File: src/hw/rtl/srtsbe_pkg.sv
package srtsbe_pkg;

    localparam int READY_DEPTH = 16;
    localparam int IDX_W       = $clog2(READY_DEPTH);
    localparam int EST_W       = 20;
    localparam int PID_W       = 16;
    localparam int ORD_W       = 16;
    localparam int ALPHA_W     = 9;
    localparam int PROD_W      = EST_W + ALPHA_W;

    localparam logic [EST_W-1:0]   EST_MAX = {EST_W{1'b1}};
    localparam logic [ALPHA_W-1:0] ALPHA_ONE = ALPHA_W'(256);
    localparam logic [ALPHA_W-1:0] ALPHA_RESET = ALPHA_W'(128);

    // Input modes.
    localparam logic [2:0] MODE_ADMIT   = 3'd0;
    localparam logic [2:0] MODE_TICK    = 3'd1;
    localparam logic [2:0] MODE_PREEMPT = 3'd2;
    localparam logic [2:0] MODE_BLOCK   = 3'd3;
    localparam logic [2:0] MODE_FINISH  = 3'd4;

    // Result events.
    localparam logic [2:0] EV_DISPATCH = 3'd0;
    localparam logic [2:0] EV_PREEMPT  = 3'd1;
    localparam logic [2:0] EV_BLOCKED  = 3'd2;
    localparam logic [2:0] EV_FINISHED = 3'd3;
    localparam logic [2:0] EV_REJECT   = 3'd4;

    // Configuration register indexes.
    localparam logic CFG_POLICY = 1'b0;
    localparam logic CFG_ALPHA  = 1'b1;

    typedef struct packed {
        logic [2:0]       mode;
        logic [PID_W-1:0] task_id;
        logic [EST_W-1:0] initial_estimate;
    } in_t;

    typedef struct packed {
        logic [2:0]       event_res;
        logic [PID_W-1:0] task_out;
        logic [EST_W-1:0] estimate_out;
        logic             last;
    } out_t;

    typedef struct packed {
        logic load;
        logic scan_clear;
        logic scan_step;
        logic act;
        logic post;
        logic push_a;
        logic push_d;
    } cmd_t;

    typedef struct packed {
        logic scan_last;
        logic a_valid;
        logic d_valid;
        logic q_full;
    } stat_t;

endpackage

File: src/hw/rtl/srtsbe_ctrl.sv
module srtsbe_ctrl (
    input  logic               clk,
    input  logic               rst_n,
    input  logic               in_valid,
    output logic               in_ready,
    input  srtsbe_pkg::stat_t  stat,
    output srtsbe_pkg::cmd_t   cmd
);
    import srtsbe_pkg::*;

    localparam logic [2:0] S_IDLE  = 3'd0;
    localparam logic [2:0] S_SCAN1 = 3'd1;
    localparam logic [2:0] S_ACT   = 3'd2;
    localparam logic [2:0] S_SCAN2 = 3'd3;
    localparam logic [2:0] S_POST  = 3'd4;
    localparam logic [2:0] S_PUSHA = 3'd5;
    localparam logic [2:0] S_PUSHD = 3'd6;

    logic [2:0] state_reg, state_next;

    always_ff @(posedge clk or negedge rst_n)
    begin
        if (!rst_n)
        begin
            state_reg <= S_IDLE;
        end
        else
        begin
            state_reg <= state_next;
        end
    end

    always_comb
    begin
        state_next = state_reg;
        cmd        = '0;
        in_ready   = 1'b0;
        case (state_reg)
            S_IDLE:
            begin
                in_ready = 1'b1;
                if (in_valid)
                begin
                    cmd.load       = 1'b1;
                    cmd.scan_clear = 1'b1;
                    state_next     = S_SCAN1;
                end
            end
            S_SCAN1:
            begin
                cmd.scan_step = 1'b1;
                if (stat.scan_last)
                begin
                    state_next = S_ACT;
                end
            end
            S_ACT:
            begin
                cmd.act        = 1'b1;
                cmd.scan_clear = 1'b1;
                state_next     = S_SCAN2;
            end
            S_SCAN2:
            begin
                cmd.scan_step = 1'b1;
                if (stat.scan_last)
                begin
                    state_next = S_POST;
                end
            end
            S_POST:
            begin
                cmd.post   = 1'b1;
                state_next = S_PUSHA;
            end
            S_PUSHA:
            begin
                if (!stat.a_valid)
                begin
                    state_next = S_PUSHD;
                end
                else if (!stat.q_full)
                begin
                    cmd.push_a = 1'b1;
                    state_next = S_PUSHD;
                end
            end
            S_PUSHD:
            begin
                if (!stat.d_valid)
                begin
                    state_next = S_IDLE;
                end
                else if (!stat.q_full)
                begin
                    cmd.push_d = 1'b1;
                    state_next = S_IDLE;
                end
            end
            default:
            begin
                state_next = S_IDLE;
            end
        endcase
    end

    a_accept_scan: assert property (@(posedge clk) disable iff (!rst_n)
        (in_valid && in_ready) |=> (state_reg == S_SCAN1))
        else $error("accepted item did not start the table scan");

endmodule

File: src/hw/rtl/srtsbe_dp.sv
module srtsbe_dp (
    input  logic               clk,
    input  logic               rst_n,
    input  srtsbe_pkg::cmd_t   cmd,
    output srtsbe_pkg::stat_t  stat,
    input  srtsbe_pkg::in_t    in_data,
    output logic               out_valid,
    input  logic               out_ready,
    output srtsbe_pkg::out_t   out_data,
    input  logic               cfg_we,
    input  logic               cfg_index,
    input  logic [srtsbe_pkg::ALPHA_W-1:0] cfg_wdata
);
    import srtsbe_pkg::*;

    // Ready table.
    logic [PID_W-1:0] tbl_pid   [READY_DEPTH];
    logic [EST_W-1:0] tbl_est   [READY_DEPTH];
    logic [ORD_W-1:0] tbl_order [READY_DEPTH];
    logic [READY_DEPTH-1:0] valid_reg, valid_next;

    logic             policy_reg;
    logic [ALPHA_W-1:0] alpha_reg;

    in_t              item_reg;
    logic [ORD_W-1:0] counter_reg, counter_next;
    logic             run_valid_reg, run_valid_next;
    logic [PID_W-1:0] run_pid_reg, run_pid_next;
    logic [EST_W-1:0] run_est_reg, run_est_next;
    logic [EST_W-1:0] elapsed_reg, elapsed_next;
    logic             pending_reg, pending_next;
    logic             admitted_reg, admitted_next;

    logic             a_valid_reg, a_valid_next;
    out_t             a_reg, a_next;
    logic             d_valid_reg, d_valid_next;
    out_t             d_reg, d_next;

    // Scan state.
    logic [IDX_W-1:0] idx_reg;
    logic             free_found_reg;
    logic [IDX_W-1:0] free_idx_reg;
    logic             best_found_reg;
    logic [IDX_W-1:0] best_idx_reg;
    logic [PID_W-1:0] best_pid_reg;
    logic [EST_W-1:0] best_est_reg;
    logic [ORD_W-1:0] best_age_reg;

    // Result queue, two entries.
    out_t             q_mem [2];
    logic             q_wp_reg, q_rp_reg;
    logic [1:0]       q_cnt_reg;

    // Table write port.
    logic             tbl_we;
    logic [IDX_W-1:0] tbl_widx;
    logic [PID_W-1:0] tbl_wpid;
    logic [EST_W-1:0] tbl_west;

    logic [ORD_W-1:0] cand_age;
    logic             cand_beats;
    logic             cand_valid;
    logic [ALPHA_W-1:0] alpha_eff;
    logic [PROD_W-1:0] prod_old, prod_new;
    logic [PROD_W:0]   blend_sum;
    logic [EST_W-1:0]  blend_est;
    logic              stays;
    logic              q_push, q_pop;
    out_t              q_wdata;

    always_comb
    begin
        cand_valid = valid_reg[idx_reg];
        cand_age   = counter_reg - tbl_order[idx_reg];
        if (policy_reg && tbl_est[idx_reg] != best_est_reg)
        begin
            cand_beats = tbl_est[idx_reg] < best_est_reg;
        end
        else if (policy_reg && tbl_pid[idx_reg] != best_pid_reg)
        begin
            cand_beats = tbl_pid[idx_reg] < best_pid_reg;
        end
        else
        begin
            cand_beats = cand_age > best_age_reg;
        end
    end

    always_ff @(posedge clk or negedge rst_n)
    begin
        if (!rst_n)
        begin
            idx_reg        <= '0;
            free_found_reg <= 1'b0;
            best_found_reg <= 1'b0;
        end
        else if (cmd.scan_clear)
        begin
            idx_reg        <= '0;
            free_found_reg <= 1'b0;
            best_found_reg <= 1'b0;
        end
        else if (cmd.scan_step)
        begin
            idx_reg <= idx_reg + 1'b1;
            if (!free_found_reg && !cand_valid)
            begin
                free_found_reg <= 1'b1;
            end
            if (cand_valid && (!best_found_reg || cand_beats))
            begin
                best_found_reg <= 1'b1;
            end
        end
    end

    always_ff @(posedge clk)
    begin
        if (cmd.scan_step)
        begin
            if (!free_found_reg && !cand_valid)
            begin
                free_idx_reg <= idx_reg;
            end
            if (cand_valid && (!best_found_reg || cand_beats))
            begin
                best_idx_reg <= idx_reg;
                best_pid_reg <= tbl_pid[idx_reg];
                best_est_reg <= tbl_est[idx_reg];
                best_age_reg <= cand_age;
            end
        end
    end

    // Blocked estimate: weighted average with alpha in Q1.8, rounded half up.
    always_comb
    begin
        alpha_eff = (alpha_reg > ALPHA_ONE) ? ALPHA_ONE : alpha_reg;
        prod_old  = PROD_W'(alpha_eff) * PROD_W'(run_est_reg);
        prod_new  = PROD_W'(ALPHA_ONE - alpha_eff) * PROD_W'(elapsed_reg);
        blend_sum = (PROD_W+1)'(prod_old) + (PROD_W+1)'(prod_new) + (PROD_W+1)'(128);
        blend_est = blend_sum[EST_W+7:8];
        stays     = policy_reg && ((run_est_reg < best_est_reg) ||
                    (run_est_reg == best_est_reg && run_pid_reg < best_pid_reg));
    end

    always_comb
    begin
        valid_next     = valid_reg;
        counter_next   = counter_reg;
        run_valid_next = run_valid_reg;
        run_pid_next   = run_pid_reg;
        run_est_next   = run_est_reg;
        elapsed_next   = elapsed_reg;
        pending_next   = pending_reg;
        admitted_next  = admitted_reg;
        a_valid_next   = a_valid_reg;
        a_next         = a_reg;
        d_valid_next   = d_valid_reg;
        d_next         = d_reg;
        tbl_we         = 1'b0;
        tbl_widx       = free_idx_reg;
        tbl_wpid       = run_pid_reg;
        tbl_west       = run_est_reg;

        if (cmd.load)
        begin
            a_valid_next  = 1'b0;
            d_valid_next  = 1'b0;
            admitted_next = 1'b0;
        end

        if (cmd.act)
        begin
            case (item_reg.mode)
                MODE_ADMIT:
                begin
                    if (free_found_reg)
                    begin
                        tbl_we        = 1'b1;
                        tbl_wpid      = item_reg.task_id;
                        tbl_west      = item_reg.initial_estimate;
                        admitted_next = 1'b1;
                    end
                    else
                    begin
                        a_valid_next = 1'b1;
                        a_next = '{EV_REJECT, item_reg.task_id,
                                   item_reg.initial_estimate, 1'b0};
                    end
                end
                MODE_TICK:
                begin
                    if (run_valid_reg && elapsed_reg != EST_MAX)
                    begin
                        elapsed_next = elapsed_reg + 1'b1;
                    end
                end
                MODE_PREEMPT:
                begin
                    if (run_valid_reg)
                    begin
                        elapsed_next = '0;
                        pending_next = 1'b0;
                        if (free_found_reg)
                        begin
                            tbl_we         = 1'b1;
                            run_valid_next = 1'b0;
                        end
                        else
                        begin
                            // Table full: the running task competes with the best entry.
                            if (!stays)
                            begin
                                tbl_we       = 1'b1;
                                tbl_widx     = best_idx_reg;
                                run_pid_next = best_pid_reg;
                                run_est_next = best_est_reg;
                            end
                            a_valid_next = 1'b1;
                            a_next = '{EV_DISPATCH, run_pid_next, run_est_next, 1'b0};
                        end
                    end
                end
                MODE_BLOCK:
                begin
                    if (run_valid_reg)
                    begin
                        run_est_next   = blend_est;
                        a_valid_next   = 1'b1;
                        a_next         = '{EV_BLOCKED, run_pid_reg, blend_est, 1'b0};
                        run_valid_next = 1'b0;
                        elapsed_next   = '0;
                        pending_next   = 1'b0;
                    end
                end
                MODE_FINISH:
                begin
                    if (run_valid_reg)
                    begin
                        a_valid_next   = 1'b1;
                        a_next         = '{EV_FINISHED, run_pid_reg, run_est_reg, 1'b0};
                        run_valid_next = 1'b0;
                        elapsed_next   = '0;
                        pending_next   = 1'b0;
                    end
                end
                default:
                begin
                end
            endcase
            if (tbl_we)
            begin
                valid_next[tbl_widx] = 1'b1;
                counter_next         = counter_reg + 1'b1;
            end
        end

        if (cmd.post)
        begin
            if (admitted_reg && run_valid_reg && policy_reg && !pending_reg &&
                best_found_reg && elapsed_reg != '0 && elapsed_reg < run_est_reg &&
                best_est_reg < run_est_reg - elapsed_reg)
            begin
                pending_next = 1'b1;
                a_valid_next = 1'b1;
                a_next       = '{EV_PREEMPT, run_pid_reg, run_est_reg, 1'b0};
            end
            if (!run_valid_reg && best_found_reg)
            begin
                valid_next[best_idx_reg] = 1'b0;
                run_valid_next = 1'b1;
                run_pid_next   = best_pid_reg;
                run_est_next   = best_est_reg;
                elapsed_next   = '0;
                pending_next   = 1'b0;
                d_valid_next   = 1'b1;
                d_next         = '{EV_DISPATCH, best_pid_reg, best_est_reg, 1'b1};
            end
        end
    end

    always_ff @(posedge clk or negedge rst_n)
    begin
        if (!rst_n)
        begin
            valid_reg     <= '0;
            counter_reg   <= '0;
            run_valid_reg <= 1'b0;
            run_pid_reg   <= '0;
            run_est_reg   <= '0;
            elapsed_reg   <= '0;
            pending_reg   <= 1'b0;
            admitted_reg  <= 1'b0;
            a_valid_reg   <= 1'b0;
            d_valid_reg   <= 1'b0;
            policy_reg    <= 1'b1;
            alpha_reg     <= ALPHA_RESET;
        end
        else
        begin
            valid_reg     <= valid_next;
            counter_reg   <= counter_next;
            run_valid_reg <= run_valid_next;
            run_pid_reg   <= run_pid_next;
            run_est_reg   <= run_est_next;
            elapsed_reg   <= elapsed_next;
            pending_reg   <= pending_next;
            admitted_reg  <= admitted_next;
            a_valid_reg   <= a_valid_next;
            d_valid_reg   <= d_valid_next;
            if (cfg_we && cfg_index == CFG_POLICY)
            begin
                policy_reg <= cfg_wdata[0];
            end
            if (cfg_we && cfg_index == CFG_ALPHA)
            begin
                alpha_reg <= cfg_wdata;
            end
        end
    end

    always_ff @(posedge clk)
    begin
        a_reg <= a_next;
        d_reg <= d_next;
        if (cmd.load)
        begin
            item_reg <= in_data;
        end
        if (tbl_we)
        begin
            tbl_pid[tbl_widx]   <= tbl_wpid;
            tbl_est[tbl_widx]   <= tbl_west;
            tbl_order[tbl_widx] <= counter_reg;
        end
    end

    // Result queue.
    always_comb
    begin
        q_push  = cmd.push_a || cmd.push_d;
        q_pop   = out_valid && out_ready;
        q_wdata = d_reg;
        if (cmd.push_a)
        begin
            q_wdata      = a_reg;
            q_wdata.last = !d_valid_reg;
        end
    end

    always_ff @(posedge clk or negedge rst_n)
    begin
        if (!rst_n)
        begin
            q_wp_reg  <= 1'b0;
            q_rp_reg  <= 1'b0;
            q_cnt_reg <= '0;
        end
        else
        begin
            if (q_push)
            begin
                q_wp_reg <= !q_wp_reg;
            end
            if (q_pop)
            begin
                q_rp_reg <= !q_rp_reg;
            end
            q_cnt_reg <= q_cnt_reg + {1'b0, q_push} - {1'b0, q_pop};
        end
    end

    always_ff @(posedge clk)
    begin
        if (q_push)
        begin
            q_mem[q_wp_reg] <= q_wdata;
        end
    end

    assign out_valid = (q_cnt_reg != 2'd0);
    assign out_data  = q_mem[q_rp_reg];

    assign stat.scan_last = (idx_reg == IDX_W'(READY_DEPTH - 1));
    assign stat.a_valid   = a_valid_reg;
    assign stat.d_valid   = d_valid_reg;
    assign stat.q_full    = (q_cnt_reg == 2'd2);

    a_pend_run: assert property (@(posedge clk) disable iff (!rst_n)
        pending_reg |-> run_valid_reg)
        else $error("preemption pending with nothing running");

    a_elapsed_run: assert property (@(posedge clk) disable iff (!rst_n)
        (elapsed_reg != '0) |-> run_valid_reg)
        else $error("elapsed time counted with nothing running");

    a_queue_bound: assert property (@(posedge clk) disable iff (!rst_n)
        (q_cnt_reg != 2'd3) && !(q_push && q_cnt_reg == 2'd2 && !q_pop))
        else $error("result queue overflow");

endmodule

File: src/hw/rtl/srt_scheduler_with_burst_estimate.sv
// An item's results enter the output queue once both scans of the ready table and the
// post step are done; an event of the item's own is pushed ahead of its dispatch. The
// block takes no new item until the results of the last one are in the output queue.
// Reset (rst_n, asynchronous, active low) empties the ready table and stops the running task;
// policy returns to shortest remaining time and alpha to one half.
module srt_scheduler_with_burst_estimate (
    input  logic                  clk,
    input  logic                  rst_n,
    input  logic                  in_valid,
    output logic                  in_ready,
    input  srtsbe_pkg::in_t       in_data,
    output logic                  out_valid,
    input  logic                  out_ready,
    output srtsbe_pkg::out_t      out_data,
    input  logic                  cfg_we,
    input  logic                  cfg_index,
    input  logic [srtsbe_pkg::ALPHA_W-1:0] cfg_wdata
);
    import srtsbe_pkg::*;

    // The controller sequences each item through two table scans: the first finds a free
    // slot and the best waiting task before the item acts, the second finds the best task
    // after it, which is needed for the preemption check and for dispatching.
    cmd_t  cmd;
    stat_t stat;

    srtsbe_ctrl u_ctrl (
        .clk      (clk),
        .rst_n    (rst_n),
        .in_valid (in_valid),
        .in_ready (in_ready),
        .stat     (stat),
        .cmd      (cmd)
    );

    // The datapath holds the table, the running task, the configuration and a two-entry
    // result queue, so that results of one item may wait while the next item is taken.
    srtsbe_dp u_dp (
        .clk       (clk),
        .rst_n     (rst_n),
        .cmd       (cmd),
        .stat      (stat),
        .in_data   (in_data),
        .out_valid (out_valid),
        .out_ready (out_ready),
        .out_data  (out_data),
        .cfg_we    (cfg_we),
        .cfg_index (cfg_index),
        .cfg_wdata (cfg_wdata)
    );

endmodule

File: config.mk
export PLATFORM = sky130hd
export DESIGN_NAME = srt_scheduler_with_burst_estimate
export DESIGN_NICKNAME = d
export VERILOG_FILES = /design/src/hw/rtl/srtsbe_pkg.sv /design/src/hw/rtl/srtsbe_ctrl.sv /design/src/hw/rtl/srtsbe_dp.sv /design/src/hw/rtl/srt_scheduler_with_burst_estimate.sv
export SDC_FILE = /design/constraint.sdc
export NUM_CORES = 2
export LEC_CHECK = 0
export ABC_AREA = 1
export BUFFER_PORTS_ARGS = -buffer_cell sky130_fd_sc_hd__buf_2
export CAP_MARGIN = 20
export CELL_PAD_IN_SITES_DETAIL_PLACEMENT = 0
export CELL_PAD_IN_SITES_GLOBAL_PLACEMENT = 1
export CORE_MARGIN = 2
export CORE_UTILIZATION = 52
export DETAILED_ROUTE_END_ITERATION = 10
export PLACE_DENSITY = 0.87
export SLEW_MARGIN = 20
export SYNTH_ARGS = -nofsm -noshare
export SYNTH_HDL_FRONTEND = slang
export SYNTH_SLANG_ARGS = --single-unit
File: constraint.sdc
create_clock -name clk -period 12 [get_ports clk]
set_input_delay 0.6 -clock clk [delete_from_list [all_inputs] [get_ports clk]]
set_output_delay 0.6 -clock clk [all_outputs]
set_load 0.05 [all_outputs]
Word level (Yosys, flattened, before mapping):

Memory sizes are Yosys's and may differ from the RTL's.
Index checks and enable logic that the tools add are counted.

* flip-flop bits (word level): 291
* RAM bits: 912
* input bits: 54
* word-level logic and storage cells: 257
* memories kept: 4

Memories
* u_dp.tbl_est: words 16, width 20, rd ports 1, clocked after Yosys merged registers in 0, write ports 1, line srtsbe_dp.sv:18 `logic [EST_W-1:0] tbl_est [READY_DEPTH];`
* u_dp.tbl_order: words 16, width 16, rd ports 1, clocked after Yosys merged registers in 0, write ports 1, line srtsbe_dp.sv:19 `logic [ORD_W-1:0] tbl_order [READY_DEPTH];`
* u_dp.tbl_pid: words 16, width 16, rd ports 1, clocked after Yosys merged registers in 0, write ports 1, line srtsbe_dp.sv:17 `logic [PID_W-1:0] tbl_pid [READY_DEPTH];`
* u_dp.q_mem: words 2, width 40, rd ports 1, clocked after Yosys merged registers in 0, write ports 1, line srtsbe_dp.sv:50 `out_t q_mem [2];`

* add/sub/neg operators: 10
* $mul: 2
* order comparisons: 13
* eq/ne operators: 21
* muxes and demuxes: 122
* bitwise gates (word level): 4
* reductions and logical operators: 48

Operators by type and width (number)
* $mux 40: 9
* $mux 20: 15
* $mux 16: 14
* $pmux 40 s4: 1
* $lt 20x20->1: 4
* $pmux 20 s2: 2
* $mux 1: 56
* $lt 16x16->1: 2
* $mux 4: 8
* $mul 29x20->28: 1
* $add 28x28->28: 1
* $add 28x8->28 const B: 1
* $mul 9x20->28: 1
* $mux 3: 7
* $pmux 3 s7: 1
* $add 20x1->20 const B: 1
* $eq 20x20->1: 1
* $logic_and 1x1->1: 20
* $ne 20x20->1: 1
* $ne 20x20->1 const B: 1
* $reduce_bool 20->1: 1
* $sub 20x20->20: 1
* $add 16x1->16 const B: 1
* $and 16x16->16: 1
* other kinds (34): 69

Depth between registers and ports, before layout:

* word-level depth: 19
* depth in mapped cells: 47

Modules after synthesis:

From an unflattened synthesis, not the netlist that was laid out.

* cell total of the unflattened synthesis: 6467
* area, all modules: 66306.1 um2

Modules (own cells, without submodules)
* srtsbe_dp: times used 1, cells each 6420, area each 66032.1 um2, sequential area each 35051.1 um2
* srtsbe_ctrl: times used 1, cells each 47, area each 274.0 um2, sequential area each 75.1 um2

Worst setup path before layout:

No wires, ideal clock.

* kind: register to register
* from: register u_dp.alpha_reg[7]
* to: register u_dp.run_est_reg[11]
* library setup time: 122 ps
* data arrival time: 7842 ps
* required time: 11878 ps
* slack: 4036 ps
* cell stages (with the launch flop): 45
* buffers on the path: 2
* period minus slack after synthesis: 7964 ps
* path through: dfstp_2 > nor4_1 > a21oi_1 > inv_2 > nand2_4 > clkbuf_1 > ha_1 > nand2_1 > nor2_1 > nand2_1 > nand2_1 > clkbuf_1 > nor2_1 > fa_1 > fa_1 > inv_1 > fa_1 > inv_1 > [9 not listed] > ha_1 > nand2_1 > nor2_1 > nand4_1 > inv_1 > nand2_1 > nand3_1 > nand2_1 > nand2_1 > nand2_1 > nand3_1 > nand2_1 > o21ai_0 > o21ai_0 > o21ai_0 > nand3_1 > nand2_1 > nand2_1

* longest elaborated chain between the ends: 11
* elaborated cells on any way between the ends: 12
* those cells by class: add/sub: 3; mul: 2; order compare: 1; mux: 6

RTL lines
* start, declared: line srtsbe_dp.sv:23 `logic [ALPHA_W-1:0] alpha_reg;`
* start signal, assigned: line srtsbe_dp.sv:318 `alpha_reg <= cfg_wdata;`
* $gt 9x9->1: line srtsbe_dp.sv:138 `alpha_eff = (alpha_reg > ALPHA_ONE) ? ALPHA_ONE : alpha_reg;`
* $mux 9 *: line srtsbe_dp.sv:138
* $sub 9x9->10: line srtsbe_dp.sv:140 `prod_new = PROD_W'(ALPHA_ONE - alpha_eff) * PROD_W'(elapsed_reg);`
* $mul 29x20->28: line srtsbe_dp.sv:140
* $add 28x28->28 *: line srtsbe_dp.sv:141 `blend_sum = (PROD_W+1)'(prod_old) + (PROD_W+1)'(prod_new) + (PROD_W+1)'(128);`
* $add 28x8->28 *: line srtsbe_dp.sv:141
* $mux 20 *: line srtsbe_dp.sv:227 `if (run_valid_reg)`
* $pmux 20 s2 *: line srtsbe_dp.sv:175 `case (item_reg.mode)`
* $mux 20 *: line srtsbe_dp.sv:173 `if (cmd.act)`
* $mux 20: line srtsbe_dp.sv:269 `if (!run_valid_reg && best_found_reg)`
* $mux 20 *: line srtsbe_dp.sv:259 `if (cmd.post)`
* named net u_dp.run_est_next[11]: line srtsbe_dp.sv:29 `logic [EST_W-1:0] run_est_reg, run_est_next;`
* end signal, assigned: line srtsbe_dp.sv:306 `run_est_reg <= run_est_next;`
* end, declared: line srtsbe_dp.sv:29

The timed path passes the listed nets; every way through them passes the cells marked *.
A chain may end at the register's enable or synchronous reset.

Worst setup path after layout:

* from: register u_dp.alpha_reg[8]
* to: register u_dp.run_est_reg[16]

Same word-level chain as after synthesis.

==> flow_summary.json <==
{
  "synthToLayoutAreaGrowth_pct": 10.6,
  "drive_gt1_frac": 0.0716,
  "reg_top3": "u_dp.tbl_est: 320 flops, u_dp.tbl_order: 256 flops, u_dp.tbl_pid: 256 flops",
  "hold_path_class": "primary input to flip-flop",
  "ioPinCount": 96,
  "largest_register": "u_dp.tbl_est",
  "synth_cell_type_count": 59,
  "largest_reg_flops": 320,
  "yosys.area_share.simple": 0.130,
  "die_area_sq_mm": 0.136,
  "crit_top_cell": "fa_1",
  "drt-wirelength-per-cell_um": 22.9,
  "cp_max_fo": 37,
  "h-tree-depth": 4,
  "die_x_um": 369,
  "fin_util": 0.581,
  "drv_slew": 0,
  "final.period_utilization": 0.826,
  "r2r-start": "u_dp.alpha_reg[8]$_DFFE_PN0P_",
  "wirelength_mm": 202,
  "cpLargestDelayFamily": "adder cells",
  "synth_edf_count": 1047,
  "setup_viol": 0,
  "coreArea_sq_mm": 0.132,
  "synth_top_family_by_area": "adder cells",
  "drt-initial-drc-count": 6334,
  "worst_slew_pin_slew_ns": 1.21,
  "dr.pass1.iters": 6,
  "cp-start-kind": "flip-flop",
  "synth-compound-area-share": 0.116,
  "rsz0062_at_grt": "no",
  "yosysWarnings": 0,
  "critical_path.slowest_cell": "dfrtp_1",
  "antenna_found_initial": 4,
  "routed_via_density": 5.88,
  "grt_max_degree": 218,
  "track_usage": 0.297,
  "min_from": "in_data[6]",
  "synth_area_sq_mm": 0.0693,
  "grt_first_pass_wirelength_mm": 305,
  "crit_start": "u_dp.alpha_reg[8]$_DFFE_PN0P_",
  "cpPeakStageDelay_ns": 1.01,
  "clock_skew_ns": 0.0344,
  "numClockSinks": 1202,
  "worstPathRequired_ns": 12.66,
  "fmax_ghz": 0.101,
  "gp_congestion": 0.964,
  "synth_fa_ha_area_frac": 0.168,
  "drv_cap": 0,
  "crit_buf_inv": 11,
  "vias": 51700,
  "cts-root-buf": "clkbuf_16",
  "io_buffers": 95,
  "min_period_ns": 9.91,
  "slew_headroom": 0.193,
  "grt_pass1_vias": 50100,
  "dieHeight_um": 369,
  "start_util": 0.525,
  "cts_setup_buffers": 0,
  "ys_seq_elements": 1202,
  "critical_path_arrival_ns": 10.57,
  "outcome": "finished clean",
  "worstSkewPairLatency_ns": 0.77,
  "dp_hpwl_mm": 129,
  "drc": 0,
  "diodes": 0,
  "yosysSeqAreaShare": 0.507,
  "clock_path_buffers": 3,
  "syn_inst": 6846,
  "drtAntennaViolNets": 0,
  "cts_tree": "yes",
  "critPathCaptureType": "flip-flop",
  "syn_area_per_cell_sq_um": 10.1,
  "nFillCells": 11000,
  "synthMuxAreaShare": 0.00114,
  "grt-ovfl-total": 0,
  "setup-tns-final_ns": 0,
  "async_flop_share": 0.0965,
  "cts_buffers": 130,
  "synthXorXnorAreaFrac": 0.00885,
  "synth-main-ff-cell": "edfxtp_1",
  "clkTransAtPathRegs_ns": 0.07,
  "layout.nets": 7676,
  "rows": 133,
  "hold_violations": 0,
  "crit_type": "flip-flop to flip-flop"
}
==> layer usage <==
| metal | up-vias | part of all wire | global-route usage |
|---|---|---|---|
| met3 | 371 | 0.10 | 0.0525 |
| met4 | 2 | 0.037 | 0.105 |
| met2 | 2678 | 0.45 | 0.462 |
| met1 | 25400 | 0.41 | 0.421 |
| li1 | 23300 | - | - |
| met5 | - | 0.000059 | 0 |
==> logic make-up (layout without fill, tap and decap cells) <==
kind of cell	after synthesis	after routing
AO/OA/AOI/OAI	1396	1396
XOR/XNOR	70	70
adder cells (fa/ha/maj)	687	687
buffers and inverters	1242	1368
flip-flops	1202	1202
multiplexers	7	7
other	2	68
AND/OR/NAND/NOR	2240	2240
==> area by class of cell <==
cell class	instances	area, sq um	share of cell area
repair buffers	238	1730	0.0226
well taps	1755	2200	0.0287
inverters	895	3370	0.0440
clock buffers	161	3400	0.0444
multi-input cells	4468	29900	0.390
flip-flops and latches	1202	35100	0.459
clock inverters	74	892	0.0116
==> layout by cell type, fill, tap and decap left out, types with 28 or more instances in the layout <==
cell	instances
nand2_1	1065
edfxtp_1	1047
inv_1	850
nor2_1	809
o21ai_0	705
fa_1	406
ha_1	281
a21oi_1	241
nand3_1	226
clkbuf_16	130
o22ai_1	126
dfrtp_1	110
buf_4	101
buf_2	94
o211ai_1	87
o221ai_1	81
conb_1	68
a31oi_1	47
xor2_1	40
dfxtp_1	39
nor3_1	37
dlygate4sd3_1	36
clkinv_1	35
a221oi_1	35
xnor2_1	30
clkbuf_1	28
==> path summary, 6_finish.rpt <==
path | to | slack, ns | cells after the start
hold reg to reg | u_dp.d_reg[27]$_DFFE_PP_ | 0.44 | 0
min in group asynchronous | u_dp.run_pid_reg[0]$_DFF_PN0_ | 0.43 | 2
setup / recovery | u_dp.run_est_reg[16]$_DFF_PN0_ | 2.09 | 39
hold / removal | u_dp.item_reg[6]$_DFFE_PP_ | 0.05 | 1
max in group asynchronous | u_dp.alpha_reg[5]$_DFFE_PN0P_ | 10.16 | 3
setup reg to reg | u_dp.run_est_reg[16]$_DFF_PN0_ | 2.09 | 39
==> synthesized netlist by cell type (all sizes together), types with 23 or more instances <==
library cell / number / area share
a21oi: 241 / 0.017
a221oi: 35 / 0.0044
a31oi: 48 / 0.0043
buf: 62 / 0.0043
clkbuf: 285 / 0.015
dfrtp: 114 / 0.041
dfxtp: 39 / 0.011
edfxtp: 1047 / 0.45
fa: 406 / 0.12
ha: 281 / 0.051
inv: 876 / 0.047
nand2: 1073 / 0.059
nand3: 229 / 0.017
nand4: 23 / 0.0021
nor2: 849 / 0.047
nor3: 44 / 0.0037
o211ai: 87 / 0.0094
o21ai: 722 / 0.052
o221ai: 81 / 0.010
o22ai: 126 / 0.011
xnor2: 30 / 0.0038
xor2: 40 / 0.0051
==> repair_timing <==
| action | CTS | global route |
|---|---|---|
| hold endpoints to repair | 103 | 0 |
| resized for setup | 0 | 0 |
| endpoints found under the setup margin | 0 | 0 |
| hold buffers | 36 | 0 |
==> stage by stage <==
stage	area [sq um]	hold WS, ns	instances	worst slack [ns]
2_1_floorplan	69500	0.304	6912	4.04
3_3_place_gp	71800	0.430	8519	2.47
3_5_place_dp	71900	0.437	8520	2.27
4_1_cts	76500	0.00102	8791	2.25
5_1_grt	76600	0.0211	8793	1.43
6_report	76600	0.0458	8793	2.09
Power is not shown: default switching activity piles up to over one toggle a cycle in this logic, so the estimate is an artifact.
